File: src/rtl/crc8_checked_frame_receiver_macros.svh
// assertion macros for the crc-8 frame receiver
`ifndef CRC8_CHECKED_FRAME_RECEIVER_MACROS_SVH
`define CRC8_CHECKED_FRAME_RECEIVER_MACROS_SVH

`ifndef NO_ASSERTIONS

// checked only outside reset
`define CRC8F_ASSERT(label, prop) \
    label: assert property (@(posedge i_clk) disable iff (!i_rst_n) prop) \
        else $error("crc8f check failed");

// checked at every edge, reset included
`define CRC8F_ASSERT_ALWAYS(label, prop) \
    label: assert property (@(posedge i_clk) prop) \
        else $error("crc8f check failed");

`else

`define CRC8F_ASSERT(label, prop)
`define CRC8F_ASSERT_ALWAYS(label, prop)

`endif

`endif

File: src/rtl/crc8f_pkg.sv
// shared types and constants of the crc-8 frame receiver
package crc8f_pkg;

    localparam int unsigned POS_W   = 6;
    localparam int unsigned BYTE_W  = 8;
    localparam int unsigned TIMER_W = 8;

    localparam logic [TIMER_W-1:0] TIMEOUT_RESET = 8'd2;

    typedef enum logic {
        CMD_BYTE = 1'b0,
        CMD_TICK = 1'b1
    } t_cmd;

    typedef enum logic [1:0] {
        ST_BUSY    = 2'd0,
        ST_OK      = 2'd1,
        ST_BAD     = 2'd2,
        ST_TIMEOUT = 2'd3
    } t_status;

    typedef struct packed {
        logic [BYTE_W-1:0] byte_out;
        logic [POS_W-1:0]  position;
        logic              frame_end;
        t_status           status;
        logic [BYTE_W-1:0] crc_computed;
    } t_result;

endpackage

File: src/rtl/crc8f_engine.sv
// frame state registers, crc update, timeout timer and result build
`include "crc8_checked_frame_receiver_macros.svh"

module crc8f_engine #(
    parameter int unsigned FRAME_BYTES = 8
) (
    input  logic                              i_clk,
    input  logic                              i_rst_n,
    input  logic                              i_fire,
    input  crc8f_pkg::t_cmd                   i_cmd,
    input  logic [crc8f_pkg::BYTE_W-1:0]      i_byte,
    input  logic [crc8f_pkg::TIMER_W-1:0]     i_timeout_ticks,
    output logic                              o_res_valid,
    output crc8f_pkg::t_result                o_res
);
    import crc8f_pkg::*;

    localparam logic [POS_W-1:0]   LAST_POS = POS_W'(FRAME_BYTES - 1);
    localparam logic [BYTE_W-1:0]  CRC_POLY = 8'h8C;
    localparam logic [TIMER_W-1:0] TIMER_ONE = TIMER_W'(1);

    logic [POS_W-1:0]   r_pos,   n_pos;
    logic [BYTE_W-1:0]  r_crc,   n_crc;
    logic [TIMER_W-1:0] r_timer, n_timer;
    logic [BYTE_W-1:0]  crc_upd;

    // reflected crc-8, one byte, lsb first
    function automatic logic [BYTE_W-1:0] crc8_byte(
        input logic [BYTE_W-1:0] crc,
        input logic [BYTE_W-1:0] b
    );
        logic [BYTE_W-1:0] c;
        c = crc ^ b;
        for (int k = 0; k < BYTE_W; k++) begin
            if (c[0]) begin
                c = (c >> 1) ^ CRC_POLY;
            end else begin
                c = c >> 1;
            end
        end
        return c;
    endfunction

    assign crc_upd = crc8_byte(r_crc, i_byte);

    always_comb begin
        n_pos       = r_pos;
        n_crc       = r_crc;
        n_timer     = r_timer;
        o_res_valid = 1'b0;
        o_res       = '{byte_out: i_byte, position: r_pos, frame_end: 1'b0,
                        status: ST_BUSY, crc_computed: crc_upd};
        priority if (i_cmd == CMD_TICK) begin
            if (r_timer != '0) begin
                n_timer = r_timer - TIMER_ONE;
                if (r_timer == TIMER_ONE) begin
                    // timer ran out mid-frame
                    o_res_valid = 1'b1;
                    o_res = '{byte_out: '0, position: r_pos, frame_end: 1'b1,
                              status: ST_TIMEOUT, crc_computed: r_crc};
                    n_pos = '0;
                    n_crc = '0;
                end
            end
        end else if (r_pos >= LAST_POS) begin
            // last byte carries the check value
            o_res_valid = 1'b1;
            o_res = '{byte_out: i_byte, position: r_pos, frame_end: 1'b1,
                      status: (i_byte == r_crc) ? ST_OK : ST_BAD,
                      crc_computed: r_crc};
            n_pos   = '0;
            n_crc   = '0;
            n_timer = '0;
        end else begin
            o_res_valid = 1'b1;
            n_crc   = crc_upd;
            n_pos   = r_pos + POS_W'(1);
            n_timer = i_timeout_ticks;
        end
    end

    always_ff @(posedge i_clk) begin
        if (!i_rst_n) begin
            r_pos   <= '0;
            r_crc   <= '0;
            r_timer <= '0;
        end else if (i_fire) begin
            r_pos   <= n_pos;
            r_crc   <= n_crc;
            r_timer <= n_timer;
        end
    end

    `CRC8F_ASSERT(a_pos_in_frame, r_pos <= LAST_POS)
    `CRC8F_ASSERT(a_end_clears_state,
        (i_fire && o_res_valid && o_res.frame_end) |=>
        (r_pos == '0 && r_crc == '0 && r_timer == '0))
    `CRC8F_ASSERT(a_idle_tick_silent,
        (i_cmd == CMD_TICK && r_timer == '0) |-> !o_res_valid)

endmodule

File: src/rtl/crc8f_out_reg.sv
// result register toward the output channel
module crc8f_out_reg (
    input  logic                i_clk,
    input  logic                i_rst_n,
    input  logic                i_load,
    input  crc8f_pkg::t_result  i_res,
    input  logic                i_out_ready,
    output logic                o_space,
    output logic                o_valid,
    output crc8f_pkg::t_result  o_res
);
    import crc8f_pkg::*;

    logic    r_valid;
    t_result r_res;

    // free when empty or being drained this cycle
    assign o_space = !r_valid || i_out_ready;
    assign o_valid = r_valid;
    assign o_res   = r_res;

    always_ff @(posedge i_clk) begin
        if (!i_rst_n) begin
            r_valid <= 1'b0;
        end else if (i_load) begin
            r_valid <= 1'b1;
        end else if (i_out_ready) begin
            r_valid <= 1'b0;
        end
    end

    always_ff @(posedge i_clk) begin
        if (i_load) begin
            r_res <= i_res;
        end
    end

endmodule

File: src/rtl/crc8_checked_frame_receiver.sv
// top level of the crc-8 checked fixed-length frame receiver
//
// channel   direction  handshake                  payload
// -------   ---------  -------------------------  ---------------------------------
// in        input      i_in_valid / o_in_ready    i_command, i_data_byte
// out       output     o_out_valid / i_out_ready  o_byte_out, o_position,
//                                                 o_frame_end, o_status, o_crc_computed
// cfg       input      i_cfg_we                   i_cfg_wdata (timeout_ticks)
//
// one beat per cycle sustained while the output does not stall; a byte beat's result
// goes through the input register, then the crc/state logic into the result register
// the unrolled 8-bit crc update between the input and result registers sets the rate
// synchronous active-low reset clears position, crc, timer and all valid flags;
// timeout_ticks returns to 2
// an output stall holds the result register, then the input register, then o_in_ready
// a tick that produces no result never waits on the output side
`include "crc8_checked_frame_receiver_macros.svh"

module crc8_checked_frame_receiver #(
    parameter int unsigned FRAME_BYTES = 8
) (
    input  logic                               i_clk,
    input  logic                               i_rst_n,
    // configuration
    input  logic                               i_cfg_we,
    input  logic [crc8f_pkg::TIMER_W-1:0]      i_cfg_wdata,
    // input beats
    input  logic                               i_in_valid,
    output logic                               o_in_ready,
    input  logic                               i_command,
    input  logic [crc8f_pkg::BYTE_W-1:0]       i_data_byte,
    // result beats
    output logic                               o_out_valid,
    input  logic                               i_out_ready,
    output logic [crc8f_pkg::BYTE_W-1:0]       o_byte_out,
    output logic [crc8f_pkg::POS_W-1:0]        o_position,
    output logic                               o_frame_end,
    output logic [1:0]                         o_status,
    output logic [crc8f_pkg::BYTE_W-1:0]       o_crc_computed
);
    import crc8f_pkg::*;

    // timeout register
    logic [TIMER_W-1:0] r_timeout_ticks;

    // input register
    logic              r_in_valid;
    t_cmd              r_cmd;
    logic [BYTE_W-1:0] r_byte;

    logic    res_valid;
    t_result res;
    logic    out_space;
    logic    advance;
    t_result out_res;

    always_ff @(posedge i_clk) begin
        if (!i_rst_n) begin
            r_timeout_ticks <= TIMEOUT_RESET;
        end else if (i_cfg_we) begin
            r_timeout_ticks <= i_cfg_wdata;
        end
    end

    // the held beat moves on when it yields nothing or the result register has room
    assign advance    = r_in_valid && (!res_valid || out_space);
    assign o_in_ready = !r_in_valid || advance;

    always_ff @(posedge i_clk) begin
        if (!i_rst_n) begin
            r_in_valid <= 1'b0;
        end else if (o_in_ready) begin
            r_in_valid <= i_in_valid;
        end
    end

    always_ff @(posedge i_clk) begin
        if (o_in_ready && i_in_valid) begin
            r_cmd  <= t_cmd'(i_command);
            r_byte <= i_data_byte;
        end
    end

    crc8f_engine #(
        .FRAME_BYTES (FRAME_BYTES)
    ) u_engine (
        .i_clk           (i_clk),
        .i_rst_n         (i_rst_n),
        .i_fire          (advance),
        .i_cmd           (r_cmd),
        .i_byte          (r_byte),
        .i_timeout_ticks (r_timeout_ticks),
        .o_res_valid     (res_valid),
        .o_res           (res)
    );

    crc8f_out_reg u_out_reg (
        .i_clk       (i_clk),
        .i_rst_n     (i_rst_n),
        .i_load      (advance && res_valid),
        .i_res       (res),
        .i_out_ready (i_out_ready),
        .o_space     (out_space),
        .o_valid     (o_out_valid),
        .o_res       (out_res)
    );

    assign o_byte_out     = out_res.byte_out;
    assign o_position     = out_res.position;
    assign o_frame_end    = out_res.frame_end;
    assign o_status       = out_res.status;
    assign o_crc_computed = out_res.crc_computed;

endmodule
File: config.mk
export PLATFORM = sky130hd
export DESIGN_NAME = crc8_checked_frame_receiver
export DESIGN_NICKNAME = d
export VERILOG_FILES = /design/src/rtl/crc8f_pkg.sv /design/src/rtl/crc8f_engine.sv /design/src/rtl/crc8f_out_reg.sv /design/src/rtl/crc8_checked_frame_receiver.sv
export VERILOG_INCLUDE_DIRS = /design/src /design/src/rtl
export SDC_FILE = /design/constraint.sdc
export NUM_CORES = 1
export LEC_CHECK = 0
export ABC_AREA = 1
export BUFFER_PORTS_ARGS = -buffer_cell sky130_fd_sc_hd__buf_2
export CAP_MARGIN = 0
export CELL_PAD_IN_SITES_DETAIL_PLACEMENT = 1
export CELL_PAD_IN_SITES_GLOBAL_PLACEMENT = 2
export CORE_MARGIN = 4
export CORE_UTILIZATION = 36
export DETAILED_ROUTE_END_ITERATION = 6
export GPL_TIMING_DRIVEN = 0
export HOLD_SLACK_MARGIN = 0.08
export PLACE_DENSITY_LB_ADDON = 0.1
export SYNTH_ARGS = -nofsm -noshare
export SYNTH_HDL_FRONTEND = slang
export SYNTH_HIERARCHICAL = 1
export SYNTH_SLANG_ARGS = --single-unit
File: constraint.sdc
create_clock -name i_clk -period 4.4 [get_ports i_clk]
set_clock_uncertainty 0.05 [all_clocks]
set_input_delay 0.88 -clock i_clk [delete_from_list [all_inputs] [get_ports i_clk]]
set_output_delay 0.88 -clock i_clk [all_outputs]
set_load 0.01 [all_outputs]
==> summary by stage, run 1 <==
Global route
The global route total overflow is 0. The number of antenna violations at the first check in global routing was 0. For this run, the total global-route usage over all layers was measured as 0.162. The via count of the first global-routing pass was 2632. The first global-routing pass estimated roughly 13000 µm of wire. Entering global routing, the biggest net connects 27 pins.

Die
between 40 and 50 I/O pins were placed. The core outline area is 0.00868 mm². For this configuration, the core starts out at a cell density of 0.369.

In this run the horizontal extent of the chip is just over 100 µm. The die boundary height is 102 µm. The floorplan has 34 rows. The floorplan step defined a die boundary enclosing around 0.010 mm².

Clock tree
The number of setup buffers added after CTS is 0. The maximum count of clock buffers along a single path is 2. After clock tree synthesis, the repair step resized 0 gates. The insertion delay to the later sink of the worst-skew pair is 0.34 ns.

The post-cts hold buffer count is 0. The TritonCTS clock tree is yes. The total CTS buffers is 9. CTS placed an instance of sky130_fd_sc_hd__clkbuf_8 at the clock tree root.

The clock net in this run drives a total of 66 sinks. The clock-pin slew on the worst setup and hold paths is 0.07 ns. The clock tree synthesis step divided the H-tree into 3 levels.

Routing
In the final routed layout, each cell accounts on average for about 15 µm. Wires add up to 7910 µm. For this run, the detailed router's first-pass iteration total came to 4. In this run the remaining antenna-violating nets after routing total 0. The detailed-route vias per instance is about 4.8. In this run, the number of DRC markers left after iteration 0 of detailed routing was between 50 and 60.

The final routed DRC violation total is 0. The number of vias after detailed routing is between 2000 and 3000.

Logic synthesis
Dividing the synthesized area by the synthesized cell count gives between 8 and 9 µm². The number of storage elements in the synthesis netlist is 66. The mapped netlist covers around 0.0032 mm². Yosys mapped a number of flops with a built-in enable equal to 34. The post-synthesis async set-or-reset flop share is 0.

The post-synthesis cell count is between 300 and 400. The number of library cell types mapped by synthesis is 33. The sequential element share of the synthesized area is 0.519.

When the netlist entered floorplanning its net count stood at between 300 and 400. The top flip-flop cell by instance count after synthesis is sky130_fd_sc_hd__edfxtp_1. The number of warnings reported in the yosys synthesis log is 6.

Cells and area
The area growth from synthesis to layout is 18.1%. The final cell count without fillers is between 500 and 600. The fraction of layout cells with a size suffix above 1 is 0.241.

The number of antenna diodes is 0. The final net count is about 460. Across the whole layout, storage elements account for 0.00166 mm². The combined area of the multi-input logic cells is roughly 0.0013 mm². The library cells used most frequently in the layout, excluding fill and tap cells, are 91 x sky130_fd_sc_hd__nand2_1, 51 x sky130_fd_sc_hd__buf_2, 42 x sky130_fd_sc_hd__inv_1.

Fill cells in the final layout number approximately 1100. The post-route cell area is between 0.003 and 0.004 mm². The most common cell after layout, fill and taps aside is sky130_fd_sc_hd__nand2_1.

Placement
Before CTS, the worst setup slack after placement is 1.70 ns. In this run the tool buffered the top-level ports with 48 buffer cells. The congestion estimate from routability-driven global placement came to approximately 0.8. The standard cell area after detailed placement is 0.00358 mm². The total placed cells including tap cells is 528. The detailed-placement wirelength estimate is between 5000 and 6000 µm.

Critical path
STA puts the critical path data required time at roughly 4.6 ns. The number of buffer and inverter stages on the critical path is 4. The nature of the critical path endpoint is a register. The maximum fanout along the worst path is 10. The kind of critical path is reg -> reg. Walking the worst path, the cells encountered are inv_1, ha_1, nand2_2, nor2_4, o21ai_4, a21boi_0, inv_1, a21oi_2, buf_2, nand3_1, o211ai_1, inv_1. The dominant cell type by count on the critical path is sky130_fd_sc_hd__inv_1. STA classifies the critical path startpoint as a register. Broken down by cell family, the worst path's largest delay share belongs to compound AO/OA/AOI/OAI gates. The worst-path cell with the longest stage delay is sky130_fd_sc_hd__a21boi_0. The largest stage delay on the critical path is 0.54 ns. At the worst endpoint, the arrival time is 2.83 ns.

Timing
Based on the critical path, the design can be clocked at up to approximately 380 MHz. The final setup violation count is 0. In the finished design, the share of the clock period the worst path needs comes to 0.602.

Setup repair after global routing left no endpoint under its margin. The normalized max-slew margin is 0.337. The time the final worst path needs with I/O delays and setup is between 2 and 3 ns. In the final timing run, aggregate negative setup slack is 0 ns.

The count of pins over their slew limit is 0. Across all setup checks in the final design, the least slack found is between 1.5 and 2 ns. The actual transition at the worst max-transition pin is a little under 1 ns. The final hold violation count is 0.

Status
The flow ran to the end, and the final reports show no timing, DRC or antenna violations.

Min path
The class of the worst hold path is reg -> reg.

Pwr
The highest ir drop seen on vdd is about 150 µV. In this run the static leakage power is ~1.7 nW. For this design the ratio of total power to cell area is ~400 mW/mm².

Flow run
The max-cap violation count is 0.
-- kinds of logic (layout without fill, tap and decap cells) --
logic type,after synthesis,in the layout,synth area share
AO/OA/AOI/OAI,61,61,0.111
XOR/XNOR,12,12,0.0441
adder cells (fa/ha/maj),4,4,0.0156
buffers and inverters,59,123,0.0730
flip-flops,66,66,0.519
AND/OR/NAND/NOR,170,170,0.238
-- synthesized netlist by cell type (2+ instances only) --
library cell               instances  area, µm²
sky130_fd_sc_hd__dfxtp_1          32        641
sky130_fd_sc_hd__nand4_1           3       18.8
sky130_fd_sc_hd__o21ai_0          26        130
sky130_fd_sc_hd__nand3_1          16       80.1
sky130_fd_sc_hd__inv_2            12       45.0
sky130_fd_sc_hd__nor2_1           41        154
sky130_fd_sc_hd__nor2_4            3       33.8
sky130_fd_sc_hd__edfxtp_1         34       1020
sky130_fd_sc_hd__nor3_1            2       10.0
sky130_fd_sc_hd__a21oi_1          22        110
sky130_fd_sc_hd__xor2_1            6       52.6
sky130_fd_sc_hd__inv_1            42        158
sky130_fd_sc_hd__xnor2_1           2       17.5
sky130_fd_sc_hd__nand2_2           9       56.3
sky130_fd_sc_hd__buf_2             3       15.0
sky130_fd_sc_hd__a211oi_2          2       25.0
sky130_fd_sc_hd__nand2_4           3       33.8
sky130_fd_sc_hd__a21oi_2           2       17.5
sky130_fd_sc_hd__ha_1              4       50.1
sky130_fd_sc_hd__a31oi_1           3       18.8
sky130_fd_sc_hd__xnor2_2           2       32.5
sky130_fd_sc_hd__nand3_4           2       35.0
sky130_fd_sc_hd__nand2_1          91        342
-- flip-flops by register name, summed over array words and instances (netlist names), 6 cells and up --
register          flops
r_byte                8
u_engine/r_timer      8
u_engine/r_crc        8
u_out_reg/o_res      25
r_timeout_ticks       8
u_engine/r_pos        6
-- metal layers --
| metal | up-vias | GRT usage | wire length [µm] |
|---|---|---|---|
| met5 | - | 0 | 0 |
| met4 | 0 | 0.0515 | 89 |
| met3 | 10 | 0.0382 | 223 |
| met2 | 36 | 0.290 | 4140 |
| met1 | 1246 | 0.189 | 3460 |
| li1 | 1315 | - | - |
-- worst register-to-register path: stages, from the launching register on --
cell and delay, ns:
sky130_fd_sc_hd__dfxtp_1 0.32, sky130_fd_sc_hd__inv_1 0.15, sky130_fd_sc_hd__ha_1 0.23, sky130_fd_sc_hd__nand2_2 0.08
sky130_fd_sc_hd__nor2_4 0.15, sky130_fd_sc_hd__o21ai_4 0.09, sky130_fd_sc_hd__a21boi_0 0.54, sky130_fd_sc_hd__inv_1 0.18
sky130_fd_sc_hd__a21oi_2 0.24, sky130_fd_sc_hd__buf_2 0.27, sky130_fd_sc_hd__nand3_1 0.10, sky130_fd_sc_hd__o211ai_1 0.08
sky130_fd_sc_hd__inv_1 0.05
-- metrics by stage --
step                      hold slack [ns]  utilization  total power, mW
after floorplan                     0.358            -            0.925
after global placement              0.376        0.412            0.995
final                               0.393        0.436             1.52
after global routing                0.396        0.436             1.61
after detailed placement            0.376        0.412             1.00
after CTS                           0.395        0.436             1.54
-- power breakdown --
part           switching (mW)  leakage (nW)  internal (mW)  total (mW)
combinational           0.175          1.04         0.0990       0.274
clock                   0.240         0.103          0.293       0.532
sequential             0.0225         0.587          0.688       0.711
total                   0.437          1.73           1.08        1.52
-- path summary, 6_finish.rpt --
path	start	end	slack (ns)	cells after the start
worst max-delay path	u_engine/r_timer[0]	u_engine/r_timer[5]	1.75	12
worst min-delay path	u_engine/r_pos[3]	u_out_reg/o_res[14]	0.39	0
worst max register to register	u_engine/r_timer[0]	u_engine/r_timer[5]	1.75	12
worst min register to register	u_engine/r_pos[3]	u_out_reg/o_res[14]	0.39	0
-- area by class of cell --
| type | count | share of cell area |
|---|---|---|
| sequential | 66 | 0.439 |
| multi-input combinational | 247 | 0.346 |
| timing repair buffer | 48 | 0.0635 |
| inverter | 55 | 0.0549 |
| clock buffer | 12 | 0.0410 |
| tap | 108 | 0.0357 |
| clock inverter | 4 | 0.0129 |
| buffer | 4 | 0.00694 |
No activity file was read; power rests on OpenSTA's default activity.
==> run 2: changes to the inputs <==
--- a/config.mk
+++ b/config.mk
@@ -12,7 +12,7 @@
 export CELL_PAD_IN_SITES_DETAIL_PLACEMENT = 1
 export CELL_PAD_IN_SITES_GLOBAL_PLACEMENT = 2
 export CORE_MARGIN = 4
-export CORE_UTILIZATION = 36
+export CORE_UTILIZATION = 31
 export DETAILED_ROUTE_END_ITERATION = 6
 export GPL_TIMING_DRIVEN = 0
 export HOLD_SLACK_MARGIN = 0.08
==> constraint.sdc (replaced) <==
create_clock -name i_clk -period 2.15 [get_ports i_clk]
set_clock_uncertainty 0.05 [all_clocks]
set_input_delay 0.43 -clock i_clk [delete_from_list [all_inputs] [get_ports i_clk]]
set_output_delay 0.43 -clock i_clk [all_outputs]
set_load 0.01 [all_outputs]
==> summary by stage, run 2 (synthesis results as in run 1) <==
Routing
Using the TritonRoute via totals, the vias-per-cell ratio works out to between 4 and 5. The first detailed-routing pass ran for 4 iterations. The routed layout has 2615 vias. Summed over all layers, the routed wires come to roughly 8300 µm.

The remaining antenna violation count after routing is 0. After the first detailed-routing iteration, the DRC count stood at 53. In the final routed layout, each cell accounts on average for around 14 µm.

The final routed DRC violation total is 0.

Pwr
The reported net switching power is around 0.9 mW. The highest ir drop seen on vdd is between 200 and 300 µV. The sum of internal, switching and leakage power is between 3 and 4 mW. In this run the power density over the cells is between 700 and 800 mW/mm².

Of the total power, the clock network draws 0.327. The standby leakage power is 1.75 nW. The sequential share of power is 0.478. The switching part of the total power is 0.289.

The internal power of the cells totals roughly 2.2 mW. The relative contribution of combinational cells to total power is 0.194.

Timing
Dividing the final minimum period by the clock period gives 0.958. Across all hold checks on the routed design, the worst slack comes to roughly 0.21 ns. The actual transition at the worst max-transition pin is between 0.5 and 0.6 ns. The normalized max-slew margin is 0.629. The count of pins over their slew limit is 0. Setup violations remaining at the end of the flow were counted as 0.

The time the final worst path needs with I/O delays and setup is between 2 and 2.5 ns. The final hold violation count is 0. Timing would allow up to just under 500 MHz.

Placement
The standard cell area after detailed placement is 0.00361 mm². The congestion estimate from routability-driven global placement came to ~0.76. Counting tap cells, the placed design contains a total of around 550 instances. Input and output buffers added on the ports amount to 48. The HPWL after detailed placement is roughly 6000 µm.

Die
The die covers 0.0120 mm². The placement row count is 36. The die boundary height is 110 µm. The core outline area is 0.00991 mm². The width of the chip is roughly 110 µm.

For this configuration, the core starts out at a cell density of 0.323. Pin placement for this block handled 49 I/O pins.

Clock tree
Buffers inserted during clock tree synthesis total 9. The tree built by TritonCTS fans out to 66 sinks. The CTS root buffer is sky130_fd_sc_hd__clkbuf_8. The H-tree level count is 3. TritonCTS built the clock tree.

Hold repair after CTS inserted 0 buffers. The maximum count of clock buffers along a single path is 2. Clock-pin slew was measured on the worst setup and hold paths at around 0.070 ns. Clock latency on the worst-skew pair, taken at its later pin, is between 0.3 and 0.4 ns.

Global route
The number of antenna violations at the first check in global routing is 0. The via count of the first global-routing pass is between 2000 and 3000. Across every metal layer, demand over resource in global routing totals 0.148. Entering global routing, the biggest net connects 20 pins.

The global route total overflow is 0. The global-route wire length before repair is 13500 µm.

Critical path
Among all stages on the critical path, the largest delay is contributed by sky130_fd_sc_hd__dfxtp_2. The setup check on the worst reg-to-reg path leaves a slack of 0.17 ns. The total number of cells along the worst setup path is 7. The dominant delay contributor by cell family on the critical path is flip-flops. The logic depth of the worst register-to-register path is 12. The largest single stage delay on the critical path is around 0.34 ns. The critical path startpoint is u_engine/r_timer[1].

The maximum fanout along the worst path is 4. The nature of the critical path endpoint is an output pin. The number of buffer and inverter stages on the critical path is 2. Data on the critical path arrives at its endpoint at around 1.6 ns. Traced cell by cell, the critical path runs through inv_1, ha_2, nand2_2, nor2_4, o21ai_4, nand3_2, buf_2. Data on the critical path is required at its endpoint by 1.67 ns. The endpoint identified for the worst register-to-register timing path is u_engine/r_timer[5]. The critical path is of the reg -> out type. The startpoint type of the worst setup path is a register. The reg-to-reg startpoint is u_engine/r_timer[1]. In this run the worst setup path terminates at o_in_ready.

Cells and area
The top cell types in the final layout, fill and taps aside, are 91 x sky130_fd_sc_hd__nand2_1, 50 x sky130_fd_sc_hd__buf_2, 41 x sky130_fd_sc_hd__nor2_1. The fill cell total of the finished layout is around 1200. The repair_antennas step left the layout with diodes totalling 0. The finished layout holds ~580 standard cells, fillers aside. The library cell used most frequently in the layout, excluding fill and tap cells, is sky130_fd_sc_hd__nand2_1. Summing all flip-flop and latch instances after layout gives ~0.0017 mm². At the end of the flow, the number of nets in the layout was about 460.

In the final layout, the share of cells above drive strength 1 is 0.269. The number of flip-flops under the largest register name is 25. After routing the design area is approximately 0.0039 mm².

The area overhead of the layout relative to synthesis is 22.2%. The multi-input combinational cells in the finished layout cover a total of about 0.0013 mm².

Flow run
Across the run, the number of max-cap violations was 0.

Min path
The worst hold path belongs to the class in -> reg. In this run the most critical hold path is launched from i_data_byte[4].

Status
The flow ran to the end, and the final reports show no timing, DRC or antenna violations.
## run 2: worst register-to-register path, delay by kind of cell (launching register included)
| family | cells | cell delay [ns] |
|---|---|---|
| adders and majority gates | 1 | 0.22 |
| buffers and inverters | 4 | 0.42 |
| and+or+nand+nor | 3 | 0.32 |
| AOI/OAI and AO/OA | 4 | 0.54 |
| DFF | 1 | 0.33 |
## run 2: metal layers
layer | GRT usage | wire, µm
met1 | 0.181 | 3720
met2 | 0.259 | 4170
met3 | 0.0346 | 289
met4 | 0.0454 | 96
met5 | 0 | 0
## run 2: what timing repair did
item	4_1_cts	5_1_grt
pin swaps	2	2
gates cloned	1	0
gates resized for setup	14	1
endpoints found under the setup margin	38	34
setup buffers	1	5
## run 2: worst min-delay path by stage
stage,slack (ns),endpoint,cells past startpoint
6_report,0.21,r_byte[4],1
4_1_cts,0.19,r_byte[0],1
5_1_grt,0.19,r_cmd,1
3_3_place_gp,0.38,u_out_reg/o_res[14],0
3_5_place_dp,0.37,u_out_reg/o_res[14],0
2_1_floorplan,0.36,u_out_reg/o_res[14],0
## run 2: stage by stage
step	setup TNS, ns	util	setup slack, ns
after floorplan	0	-	0.102
after global placement	-10.98	0.364	-0.341
after CTS	0	0.389	0.00447
after global routing	-0.00112	0.395	-0.00112
final	0	0.395	0.0901
after detailed placement	-11.83	0.364	-0.378
## run 2: power by group through the flow
stage	Sequential [mW]	Clock [mW]	Combinational, mW
after floorplan	1.48	0	0.408
after global placement	1.48	0	0.559
after detailed placement	1.48	0	0.575
after CTS	1.46	1.04	0.593
after global routing	1.47	1.10	0.679
final	1.46	0.997	0.592
## run 2: cell type report
class,count,share of cell area
Multi-Input combinational cell,247,0.343
Tap cell,133,0.0425
Timing Repair Buffer,54,0.0793
Clock buffer,13,0.0355
Buffer,4,0.00831
Clock inverter,3,0.0102
Timing Repair inverter,1,0.00192
Inverter,55,0.0540
Sequential cell,66,0.425
==> run 3: changes to the inputs <==
--- a/config.mk
+++ b/config.mk
@@ -17,6 +17,7 @@
 export GPL_TIMING_DRIVEN = 0
 export HOLD_SLACK_MARGIN = 0.08
 export PLACE_DENSITY_LB_ADDON = 0.1
+export RECOVER_POWER = 50
 export SYNTH_ARGS = -nofsm -noshare
 export SYNTH_HDL_FRONTEND = slang
 export SYNTH_HIERARCHICAL = 1
==> summary by stage, run 3 (synthesis results as in run 1) <==
Status
The run finished with clean final reports.

Clock tree
Hold repair after CTS inserted 0 buffers. The CTS root buffer is sky130_fd_sc_hd__clkbuf_8. The number of sinks on the clock net is 66. At the later pin of the worst-skew pair, clock insertion delay measures approximately 0.34 ns. TritonCTS built the clock tree. In this run the number of H-tree levels came out at 3. The total CTS buffers is 9. In this run the deepest clock path goes through 2 buffers. Clock-pin slew was measured on the worst setup and hold paths at roughly 0.07 ns.

Critical path
The arrival time of data at the critical path endpoint is ~1.6 ns. STA classifies the critical path startpoint as a register. The reg-to-reg startpoint is u_engine/r_timer[1]. The worst setup path is captured at an output pin. The kind of critical path is reg -> out. The worst register-to-register path has a depth of 12.

The required time of the worst setup path is between 1.5 and 2 ns. The endpoint identified for the worst register-to-register timing path is u_engine/r_timer[5]. The worst-case register-to-register setup slack is 0.18 ns. The maximum fanout along the worst path is 4.

Cells and area
The finished cells cover 0.00388 mm². The number of antenna diodes is 0. The final net count is about 460.

The library cell used most frequently in the layout, excluding fill and tap cells, is sky130_fd_sc_hd__nand2_1. The final core area utilization is 0.392. The finished layout holds ~580 standard cells, fillers aside. The number of flip-flops under the largest register name is 25. The library cells used most frequently in the layout, excluding fill and tap cells, are 91 x sky130_fd_sc_hd__nand2_1, 41 x sky130_fd_sc_hd__inv_1, 41 x sky130_fd_sc_hd__nor2_1. The area taken by flip-flops and latches is ~0.0017 mm². The area overhead of the layout relative to synthesis is 21.1%. In the final layout, the share of cells above drive strength 1 is 0.205. In the final layout, the multi-input gates occupy 0.00134 mm². The fill cell total of the finished layout is 1196.

Global route
The total routing resource utilization after global routing is 0.148. The number of antenna violations at the first check in global routing is 0. The global-route wire length before repair is ~14000 µm. The via count of the first global-routing pass is about 2700. The maximum number of pins on one net before global-route repair is 20. The global route total overflow is 0.

Routing
For this block, the initial DRC count from the detailed router was 52. Once detail routing completed, the nets flagged for antenna violations numbered 0. Signal routing reaches up to met4. For this block, the routed nets add up to ~8300 µm of wire. The number of vias after detailed routing is around 2600. The average wire per standard cell is about 14 µm. In the detailed route, the total length drawn on met2 is 4180 µm. The routed wire length on met3 is ~260 µm. Before antenna repair, the detailed router went through 4 iterations. In the routed design, unresolved DRC markers number 0. The detailed-route vias per instance is approximately 4.6. The sum of routed wire segments on met1 is 3770 µm.

Die
The floorplan step defined a die boundary enclosing approximately 0.012 mm². The die boundary height is between 100 and 150 µm. In this run the horizontal extent of the chip is roughly 110 µm.

The initial utilization of the core area, before any placement, comes to 0.323. The floorplan step defined a core boundary enclosing roughly 0.01 mm². The I/O pin count is 49. In this run the core area contains 36 standard-cell rows.

Timing
Setup violations remaining at the end of the flow were counted as 0. In this run the tightest slew margin relative to its limit is 0.624. The sum of negative setup slack is 0 ns. The count of pins over their slew limit is 0. The worst path needs 2.06 ns of the cycle, external delays included. On the final layout, the worst hold slack is 0.213 ns.

The final hold violation count came to 0. Derived from the worst setup path, the maximum achievable clock frequency is a little under 500 MHz. At the pin with the least slew margin, the transition time is 0.562 ns.

After layout, the worst setup slack is a little over 0.09 ns. The ratio of final minimum period to clock period is 0.957.

Placement
The pre-CTS setup slack is -0.378 ns. The congestion estimate from routability-driven global placement came to 0.763. The total placed cells including tap cells is roughly 550.

The detailed-placement wirelength estimate is ~6000 µm. The standard cell area after detailed placement is about 0.0036 mm². The number of port buffers is 48.

Pwr
The standby leakage power is roughly 1.7 nW. Across the VDD grid, the largest voltage drop is 292 µV. The sum of internal, switching and leakage power is 3.04 mW. Dividing total power by cell area gives a power density of around 800 mW/mm².

Flow run
Across the run, the number of max-cap violations was 0.

Min path
The instance count along the most critical hold path is 1. In this run the worst hold path is classified as in -> reg. For hold timing, the worst endpoint is r_byte[4]. The startpoint identified for the worst hold timing path is i_data_byte[4].
## run 3: cell types whose count changed in the layout (fill, tap and decap cells not counted)
cell / change
sky130_fd_sc_hd__buf_2: -27
sky130_fd_sc_hd__clkbuf_1: +27
sky130_fd_sc_hd__inv_1: +1
sky130_fd_sc_hd__inv_2: -1
## run 3: power breakdown
group | total, mW | switching (mW) | internal, mW
Clock | 0.996 | 0.462 | 0.534
Sequential | 1.46 | 0.0477 | 1.41
Combinational | 0.587 | 0.371 | 0.215
## run 3: worst max-delay path by stage
| stage | from | end | cells after the start |
|---|---|---|---|
| floorplan | u_engine/r_timer[0] | u_engine/r_timer[5] | 12 |
| global placement | u_engine/r_timer[0] | u_out_reg/o_res[22] | 7 |
| detailed placement | u_engine/r_timer[0] | u_out_reg/o_res[23] | 7 |
| CTS | u_engine/r_timer[4] | o_in_ready | 7 |
| global route | u_engine/r_timer[1] | o_in_ready | 7 |
| finish | u_engine/r_timer[1] | o_in_ready | 7 |
## run 3: critical path: stages (launching register included)
cell                      delay, ns
sky130_fd_sc_hd__dfxtp_2       0.34
sky130_fd_sc_hd__inv_1         0.07
sky130_fd_sc_hd__ha_2          0.20
sky130_fd_sc_hd__nand2_2       0.09
sky130_fd_sc_hd__nor2_4        0.05
sky130_fd_sc_hd__o21ai_4       0.22
sky130_fd_sc_hd__nand3_2       0.11
sky130_fd_sc_hd__buf_2         0.16
## run 3: final cells by class
| cell class | instances | share of cell area |
|---|---|---|
| Buffer | 4 | 0.00838 |
| Tap cell | 133 | 0.0429 |
| Sequential cell | 66 | 0.429 |
| Clock inverter | 3 | 0.0103 |
| Inverter | 55 | 0.0545 |
| Clock buffer | 13 | 0.0358 |
| Timing Repair Buffer | 54 | 0.0712 |
| Multi-Input combinational cell | 247 | 0.346 |
| Timing Repair inverter | 1 | 0.00193 |
## run 3: per-layer routing
| metal | up-vias | track usage |
|---|---|---|
| li1 | 1334 | - |
| met1 | 1249 | 0.181 |
| met2 | 32 | 0.259 |
| met3 | 8 | 0.0346 |
| met4 | 0 | 0.0454 |
| met5 | - | 0 |
## run 3: what timing repair did
item | 4_1_cts | 5_1_grt
pin swaps | 2 | 2
gates resized for setup | 14 | 1
setup endpoints to repair | 38 | 34
buffers inserted | 1 | 5
cloned | 1 | 0
